**config.mk**
```make
export PLATFORM = sky130hd
export DESIGN_NAME = utf8_to_latin1_decoder_unit
export DESIGN_NICKNAME = d
export VERILOG_FILES = /design/src/design/u2l_pkg.sv /design/src/design/u2l_core.sv /design/src/design/u2l_out_buf.sv /design/src/design/utf8_to_latin1_decoder_unit.sv
export SDC_FILE = /design/constraint.sdc
export NUM_CORES = 1
export LEC_CHECK = 0
export BUFFER_PORTS_ARGS = -buffer_cell sky130_fd_sc_hd__buf_4
export CORE_MARGIN = 5
export CORE_UTILIZATION = 30
export DETAILED_ROUTE_END_ITERATION = 7
export SLEW_MARGIN = 20
export SYNTH_ARGS = -nofsm -noshare
export SYNTH_HDL_FRONTEND = slang
export SYNTH_HIERARCHICAL = 1
export SYNTH_SLANG_ARGS = --single-unit
export TNS_END_PERCENT = 20
```
**constraint.sdc**
```tcl
create_clock -name clk -period 7.8 [get_ports clk]
set_clock_uncertainty 0.15 [all_clocks]
set_input_delay 0.39 -clock clk [delete_from_list [all_inputs] [get_ports clk]]
set_output_delay 0.39 -clock clk [all_outputs]
set_load 0.01 [all_outputs]
```
**src/design/u2l_pkg.sv**
```systemverilog
`default_nettype none

package u2l_pkg;

    // Byte values that classify a lead byte.
    localparam logic [7:0] LEAD4_MIN = 8'hF0;
    localparam logic [7:0] LEAD3_MIN = 8'hE0;
    localparam logic [7:0] LEAD2_MIN = 8'hC0;

    // Masks applied to lead bytes.
    localparam logic [7:0] LEAD2_MASK = 8'd63;
    localparam logic [7:0] LEAD3_MASK = 8'd15;
    localparam logic [7:0] LEAD4_MASK = 8'd7;

    // Replacement character for unrepresentable or truncated sequences.
    localparam logic [7:0] QMARK = 8'h3F;

    // Continuation counts loaded by each kind of lead byte.
    localparam logic [1:0] PEND_NONE = 2'd0;
    localparam logic [1:0] PEND_TWO  = 2'd1;
    localparam logic [1:0] PEND_THREE = 2'd2;
    localparam logic [1:0] PEND_FOUR = 2'd3;

    // One result handed from the decoder to the output stage.
    typedef struct packed {
        logic       valid;
        logic [7:0] data;
    } result_t;

endpackage

`default_nettype wire

```
**src/design/u2l_core.sv**
```systemverilog
`default_nettype none

module u2l_core (
    input  wire logic            clk,
    input  wire logic            rst_n,
    input  wire logic            fire,
    input  wire logic [7:0]      in_byte,
    input  wire logic            is_last,
    output u2l_pkg::result_t     result
);

    // Decoder state. The accumulator keeps only the low 8 bits of the code
    // point; the big flag records that a higher bit has ever been set, which
    // is all that is needed to choose between the value and the replacement.
    logic [1:0] pending_reg, pending_next;
    logic [7:0] acc_reg, acc_next;
    logic       big_reg, big_next;

    logic [7:0] acc_shift;
    logic       big_shift;
    logic [1:0] pending_dec;

    // Continuation byte contribution.
    always_comb
    begin
        acc_shift   = {acc_reg[1:0], in_byte[5:0]};
        big_shift   = big_reg | (acc_reg[7:2] != 6'd0);
        pending_dec = pending_reg - 2'd1;
    end

    // Next-state and result logic for one transfer.
    always_comb
    begin
        pending_next = pending_reg;
        acc_next     = acc_reg;
        big_next     = big_reg;
        result.valid = 1'b0;
        result.data  = in_byte;
        if (fire)
        begin
            if (pending_reg != u2l_pkg::PEND_NONE)
            begin
                if (pending_dec == u2l_pkg::PEND_NONE)
                begin
                    result.valid = 1'b1;
                    result.data  = big_shift ? u2l_pkg::QMARK : acc_shift;
                    pending_next = u2l_pkg::PEND_NONE;
                    acc_next     = 8'd0;
                    big_next     = 1'b0;
                end
                else if (is_last)
                begin
                    result.valid = 1'b1;
                    result.data  = u2l_pkg::QMARK;
                    pending_next = u2l_pkg::PEND_NONE;
                    acc_next     = 8'd0;
                    big_next     = 1'b0;
                end
                else
                begin
                    pending_next = pending_dec;
                    acc_next     = acc_shift;
                    big_next     = big_shift;
                end
            end
            else if (in_byte < u2l_pkg::LEAD2_MIN)
            begin
                // Plain byte, including a stray continuation byte.
                result.valid = 1'b1;
                result.data  = in_byte;
            end
            else if (is_last)
            begin
                // Lead byte at the end of the stream.
                result.valid = 1'b1;
                result.data  = u2l_pkg::QMARK;
                pending_next = u2l_pkg::PEND_NONE;
                acc_next     = 8'd0;
                big_next     = 1'b0;
            end
            else
            begin
                big_next = 1'b0;
                if (in_byte >= u2l_pkg::LEAD4_MIN)
                begin
                    acc_next     = in_byte & u2l_pkg::LEAD4_MASK;
                    pending_next = u2l_pkg::PEND_FOUR;
                end
                else if (in_byte >= u2l_pkg::LEAD3_MIN)
                begin
                    acc_next     = in_byte & u2l_pkg::LEAD3_MASK;
                    pending_next = u2l_pkg::PEND_THREE;
                end
                else
                begin
                    acc_next     = in_byte & u2l_pkg::LEAD2_MASK;
                    pending_next = u2l_pkg::PEND_TWO;
                end
            end
        end
    end

    // State registers.
    always_ff @(posedge clk or negedge rst_n)
    begin
        if (!rst_n)
        begin
            pending_reg <= u2l_pkg::PEND_NONE;
            acc_reg     <= 8'd0;
            big_reg     <= 1'b0;
        end
        else
        begin
            pending_reg <= pending_next;
            acc_reg     <= acc_next;
            big_reg     <= big_next;
        end
    end

endmodule

`default_nettype wire

```
**src/design/u2l_out_buf.sv**
```systemverilog
`default_nettype none

module u2l_out_buf (
    input  wire logic             clk,
    input  wire logic             rst_n,
    input  wire u2l_pkg::result_t result,
    output logic                  full,
    output logic                  out_valid,
    input  wire logic             out_stall,
    output logic [7:0]            out_byte
);

    // Output register plus one skid entry.
    logic       out_valid_reg, out_valid_next;
    logic [7:0] out_data_reg, out_data_next;
    logic       skid_valid_reg, skid_valid_next;
    logic [7:0] skid_data_reg, skid_data_next;

    // Move results between the incoming side, skid entry and output register.
    always_comb
    begin
        out_valid_next  = out_valid_reg;
        out_data_next   = out_data_reg;
        skid_valid_next = skid_valid_reg;
        skid_data_next  = skid_data_reg;
        if (skid_valid_reg)
        begin
            if (!out_stall)
            begin
                out_data_next   = skid_data_reg;
                skid_valid_next = 1'b0;
            end
        end
        else if (result.valid)
        begin
            if (out_valid_reg && out_stall)
            begin
                skid_valid_next = 1'b1;
                skid_data_next  = result.data;
            end
            else
            begin
                out_valid_next = 1'b1;
                out_data_next  = result.data;
            end
        end
        else if (!out_stall)
        begin
            out_valid_next = 1'b0;
        end
    end

    // Control registers.
    always_ff @(posedge clk or negedge rst_n)
    begin
        if (!rst_n)
        begin
            out_valid_reg  <= 1'b0;
            skid_valid_reg <= 1'b0;
        end
        else
        begin
            out_valid_reg  <= out_valid_next;
            skid_valid_reg <= skid_valid_next;
        end
    end

    // Payload registers.
    always_ff @(posedge clk)
    begin
        out_data_reg  <= out_data_next;
        skid_data_reg <= skid_data_next;
    end

    assign full      = skid_valid_reg;
    assign out_valid = out_valid_reg;
    assign out_byte  = out_data_reg;

endmodule

`default_nettype wire

```
**src/design/utf8_to_latin1_decoder_unit.sv**
```systemverilog
`default_nettype none

// UTF-8 to Latin-1 decoder.
// Input channel: in_valid, in_stall, in_byte, is_last. A byte transfers at a
// rising edge with in_valid high and in_stall low. is_last marks the final
// byte of a stream; the decoder returns to its reset state after it.
// Output channel: out_valid, out_stall, out_byte. A character transfers at a
// rising edge with out_valid high and out_stall low.
// Each input byte gives zero or one character: plain bytes and completed
// sequences give one, bytes inside a sequence give none, and a sequence cut
// short by is_last gives one '?'.
// The output register takes a character from the byte that completes it, or
// the skid entry does while a held output is stalled. Throughput is one byte
// per cycle while in_stall is low, set by the single decode step between the
// state registers and the output register.
// While the receiver stalls, one further result is held in a skid entry;
// in_stall rises only when that entry is occupied and drops as soon as the
// output register drains.
// Reset clears the sequence state and empties the output and skid entries.
module utf8_to_latin1_decoder_unit (
    input  wire logic       clk,
    input  wire logic       rst_n,
    input  wire logic       in_valid,
    output logic            in_stall,
    input  wire logic [7:0] in_byte,
    input  wire logic       is_last,
    output logic            out_valid,
    input  wire logic       out_stall,
    output logic [7:0]      out_byte
);

    u2l_pkg::result_t result;
    logic             fire;
    logic             full;

    assign in_stall = full;
    assign fire     = in_valid && !full;

    // Sequence decoder.
    u2l_core u_core (
        .clk     (clk),
        .rst_n   (rst_n),
        .fire    (fire),
        .in_byte (in_byte),
        .is_last (is_last),
        .result  (result)
    );

    // Output register with skid entry.
    u2l_out_buf u_out_buf (
        .clk       (clk),
        .rst_n     (rst_n),
        .result    (result),
        .full      (full),
        .out_valid (out_valid),
        .out_stall (out_stall),
        .out_byte  (out_byte)
    );

    // The skid entry is occupied only behind a held output.
    assert property (@(posedge clk) disable iff (!rst_n) in_stall |-> out_valid)
        else $error("skid entry occupied without a held output");

    // The last byte of a stream always yields a character.
    assert property (@(posedge clk) disable iff (!rst_n)
        (in_valid && !in_stall && is_last) |=> out_valid)
        else $error("no character after the last byte of a stream");

    // A result taken while the output register is empty is passed through next cycle.
    assert property (@(posedge clk) disable iff (!rst_n)
        (fire && result.valid && !out_valid) |=> (out_valid && out_byte == $past(result.data)))
        else $error("result lost on the way to an empty output register");

endmodule

`default_nettype wire

```
# Word level (Yosys, flattened, before mapping)
# Cells that the tools add are included.
[totals]
regBits = 29
in_bits = 13
out_inout_bits = 10
wordCells = 64
[classes]
n_addsub = 1
n_lt_le_gt_ge = 3
n_eq_ne = 5
muxes = 35
n_bitwise = 2
n_reduce_logical = 11
[ops]
columns = ["op", "n"]
rows = [
  ["2-to-1 mux 8 bit", 11],
  ["2-to-1 mux 9 bit", 5],
  ["greater-or-equal comparator 8 bit (second input constant)", 2],
  ["2-to-1 mux 2 bit", 7],
  ["2-to-1 mux 1 bit", 11],
  ["AND reduction 3 bit", 3],
  ["< comparator 8 bit (second input constant)", 1],
  ["2-to-1 mux 6 bit", 1],
  ["inequality test 2 x 1 -> 1 bit (second input constant)", 3],
  ["nonzero test 6 bit", 1],
  ["inequality test 2 bit (second input constant)", 2],
  ["nonzero test 2 bit", 2],
  ["logical AND 1 bit", 2],
  ["zero test 2 bit", 1],
  ["AND reduction 2 bit", 1],
  ["subtractor 2 x 1 -> 2 bit (second input constant)", 1],
  ["zero test 1 bit", 1],
  ["inverter 1 bit", 1],
  ["OR 1 bit", 1],
]

# Longest topological paths before layout
[depth]
word_depth = 9
depth_mapped = 8
mapped_depth_nobuf = 7

# By module
# The synthesis kept the hierarchy.
[modules_own_cells]
columns = ["mod", "n_inst", "cells_per_inst", "area_each_um2", "seq_area_each_um2"]
rows = [
  ["u2l_core", 1, 84, 695.7, 275.3],
  ["u2l_out_buf", 1, 36, 693.2, 530.5],
  ["utf8_to_latin1_decoder_unit", 1, 1, 13.8, 0.0],
]

# Worst setup path before layout
# No wires, ideal clock.
[synth_timing]
kind = "register to register"
from = "register u_core.pending_reg[0]"
to = "register u_out_buf.skid_data_reg[0], enable pin"
setup_ps = 383
t_arrival_ps = 1910
t_required_ps = 7267
setup_slack_ps = 5357
path_stages_with_launch = 8
path_buffers = 1
synth_period_minus_slack_ps = 2443
cell_sequence = "dfrtp_1 -> inv_1 -> ha_1 -> clkbuf_1 -> o21ai_0 -> a21oi_1 -> inv_1 -> nor3_1"
[synth_lines]
columns = ["element", "line_no", "text"]
rows = [
  ["from (decl)", "u2l_core.sv:15", "logic [1:0] pending_reg, pending_next;"],
  ["from (signal assigned)", "u2l_core.sv:108", "pending_reg <= u2l_pkg::PEND_NONE;"],
  ["from (signal assigned)", "u2l_core.sv:114", "pending_reg <= pending_next;"],
  ["to (signal assigned)", "u2l_out_buf.sv:72", "skid_data_reg <= skid_data_next;"],
  ["to (decl)", "u2l_out_buf.sv:17", "logic [7:0] skid_data_reg, skid_data_next;"],
]

==> impl_results.md <==
* Status: complete, no violations
* DR pass1 iterations at 4
* Post-Syn Area at 1403 sq um
* Worst path buffer plus inverter count at 2
* Filler cell count at 435
* Slew margin rel. at 0.2828
* Setup CP Type: reg -> reg
* RSZ-0062 raised after global routing: no
* Multi-input logic area at 548.0 sq um
* Crit end category: flip-flop
* Core area at 4444 sq um
* Synth cell types at 30
* Max clock buf depth at 2
* Total power at 0.5624 mW
* Hold_ws at 0.2169 ns
* Global Route Usage Sum at 0.1029
* Post-synthesis register bit count at 29
* Final ANT Viol Nets at 0
* Fin area at 1699 sq um
* Warnings, synthesis at 6
* Die area at 6143 sq um
* Main synth FF type: edfxtp_1
* Min Clock Period, post-route at 2.720 ns
* DR DRC count at 0
* Gpl congestion at 0.7871
* Area growth from synthesis to layout at 21.14%
* Worst vdd ir at 0.1482 mV
* Register area at 805.8 sq um
* Hold crit path type: in -> reg
* Final setup violation count at 0
* Critical Path RT at 7.55 ns
* Vias in the first global route at 988
* Dpl cell area at 1607 sq um
* DRT Wirelength at 2817 microns
* Seq/Total Area, Yosys at 0.5745
* Final period utilization at 0.3487
* Average size of a mapped cell at 11.59 sq um
* Placed instance count at 190
* Most frequent CP cell: inv_1
* Routed len/inst at 14.16 microns
* Max cap viols at 0
* Routed vias at 976
* Die Span X at 78.38 microns
* Clock Latency Late Sink at 0.28 ns
* Post-synth EDFFs at 16
* FP Rows at 24
* Fmax at 367.7 MHz
* Synth async-reset ratio at 0.4483
* Critical-path top delay cell: nor3_1
* Post-Syn Instances at 121
* DP HPWL at 2125 microns
* Least-Margin Pin Slew at 1.068 ns
* Port buffer count at 22
* Largest net degree at the start of global routing at 22
* Post-Syn Nets at 136
* Slew Limit Fails at 0
* Worst Setup Start Kind: flip-flop
* Leak at 0.7039 nW
* CTS tree: yes
* Root buf cell: clkbuf_8
* CP top delay family: simple AND/OR/NAND/NOR gates
* Initial antenna violation count at 0
* Total grt overflow at 0
* DR vias/cell at 4.905
* Clk sinks at 29
* Critical path, cell by cell: inv_1 -> ha_1 -> o21ai_0 -> a21oi_1 -> inv_1 -> nor3_1
* First-pass GRT wire length at 4816 microns
* Ports at 23
* CP max stage delay at 0.86 ns
* Share of cells above drive strength 1 at 0.2857
* Arrival @ worst endpoint at 2.47 ns
* Max H-tree Level at 2
* Power per cell area at 331.0 nW/um^2
* Final hold vios at 0
* Antenna cells at 0
* Clk slew on worst S/H paths at 0.06 ns
* Nets at 161
* Initial core utilization at 0.3156
* Critical Path Fanout Max at 12
* Non-Filler Instances at 199
* CTS buffer count at 5
* First-iteration detailed-routing DRC count at 60
* Die Height at 78.38 microns
* Final setup TNS at 0 ns
* R2R Setup Slk at 5.08 ns
-- synth_stat cells (2+ instances only) --
| library cell | number | share of area |
|---|---|---|
| clkbuf_1 | 4 | 0.011 |
| edfxtp_1 | 16 | 0.34 |
| nand2_1 | 18 | 0.048 |
| mux2_2 | 4 | 0.032 |
| nor2_1 | 3 | 0.0080 |
| ha_1 | 2 | 0.018 |
| nand2b_1 | 8 | 0.036 |
| nand3_1 | 2 | 0.0071 |
| dfrtp_1 | 13 | 0.23 |
| mux2_4 | 4 | 0.043 |
| inv_1 | 6 | 0.016 |
| a21oi_1 | 6 | 0.021 |
| nor2b_1 | 2 | 0.0089 |
| nor3_1 | 2 | 0.0071 |
| o21ai_0 | 13 | 0.046 |
| nand4_1 | 4 | 0.018 |
-- worst min-delay path: cells and delay by family --
kind	cells	cell delay (ns)
buf+inv	1	0.09
compound gates	2	0.12
-- metal layers --
layer | up-vias | share of wire | track usage
met1 | 460 | 0.45 | 0.1218
met3 | 7 | 0.051 | 0.04462
met4 | 0 | 0.021 | 0.05594
li1 | 484 | - | -
met5 | - | 0 | 0
met2 | 25 | 0.48 | 0.1575
-- where the power goes --
group	internal, mW	switching, mW	leakage (nW)
sequential	0.216	0.0318	0.317
combinational	0.0924	0.107	0.342
clock	0.0616	0.0534	0.0450
-- path summary, 6_finish.rpt --
path / start / to / cells after the start
setup reg to reg: u_core/pending_reg[0] / u_out_buf/skid_data_reg[3] / 6
hold / removal: out_stall / u_out_buf/out_valid / 3
max in group asynchronous: rst_n / u_core/acc_reg[5] / 2
min in group asynchronous: rst_n / u_out_buf/out_valid / 2
setup / recovery: u_core/pending_reg[0] / u_out_buf/skid_data_reg[3] / 6
hold reg to reg: u_core/acc_reg[7] / u_core/acc_reg[7] / 2
-- cell families after synthesis --
kind of cell / count (synthesis) / share of synthesized area
and+or+nand+nor: 43 / 0.1704
DFF: 29 / 0.5745
buffers and inverters: 11 / 0.03479
adders and majority gates: 2 / 0.01784
muxes: 8 / 0.07493
AOI/OAI and AO/OA: 28 / 0.1276
-- final cells by class --
type / count / share of cell area
Sequential cell: 29 / 0.4742
Multi-Input combinational cell: 81 / 0.3225
Timing Repair Buffer: 23 / 0.1031
Clock buffer: 6 / 0.04271
Tap cell: 52 / 0.03829
Inverter: 6 / 0.01325
Clock inverter: 2 / 0.005891
-- cell usage in the layout (no fill, tap or decap), drive strengths merged, types with 4 or more instances in the layout --
| cell type | instances |
|---|---|
| nand2b | 8 |
| clkbuf | 6 |
| nand2 | 18 |
| dfrtp | 13 |
| o21ai | 13 |
| nand4 | 4 |
| inv | 6 |
| edfxtp | 16 |
| mux2 | 8 |
| buf | 22 |
| a21oi | 6 |
-- per-stage QoR --
stage                 util  worst slack, ns
finish              0.3823            5.080
global route        0.3823            4.833
CTS                 0.3823            5.094
detailed placement  0.3615            5.102
global placement    0.3615            5.275
floorplan                -            5.357
-- what timing repair did --
action / CTS / global route
setup buffers: 0 / 0
hold buffers: 1 / 0
endpoints found under the hold margin: 13 / 0
endpoints found under the setup margin: 0 / 0
gates resized for setup: 0 / 0
Note: power is estimated with default switching activity, not from simulation.
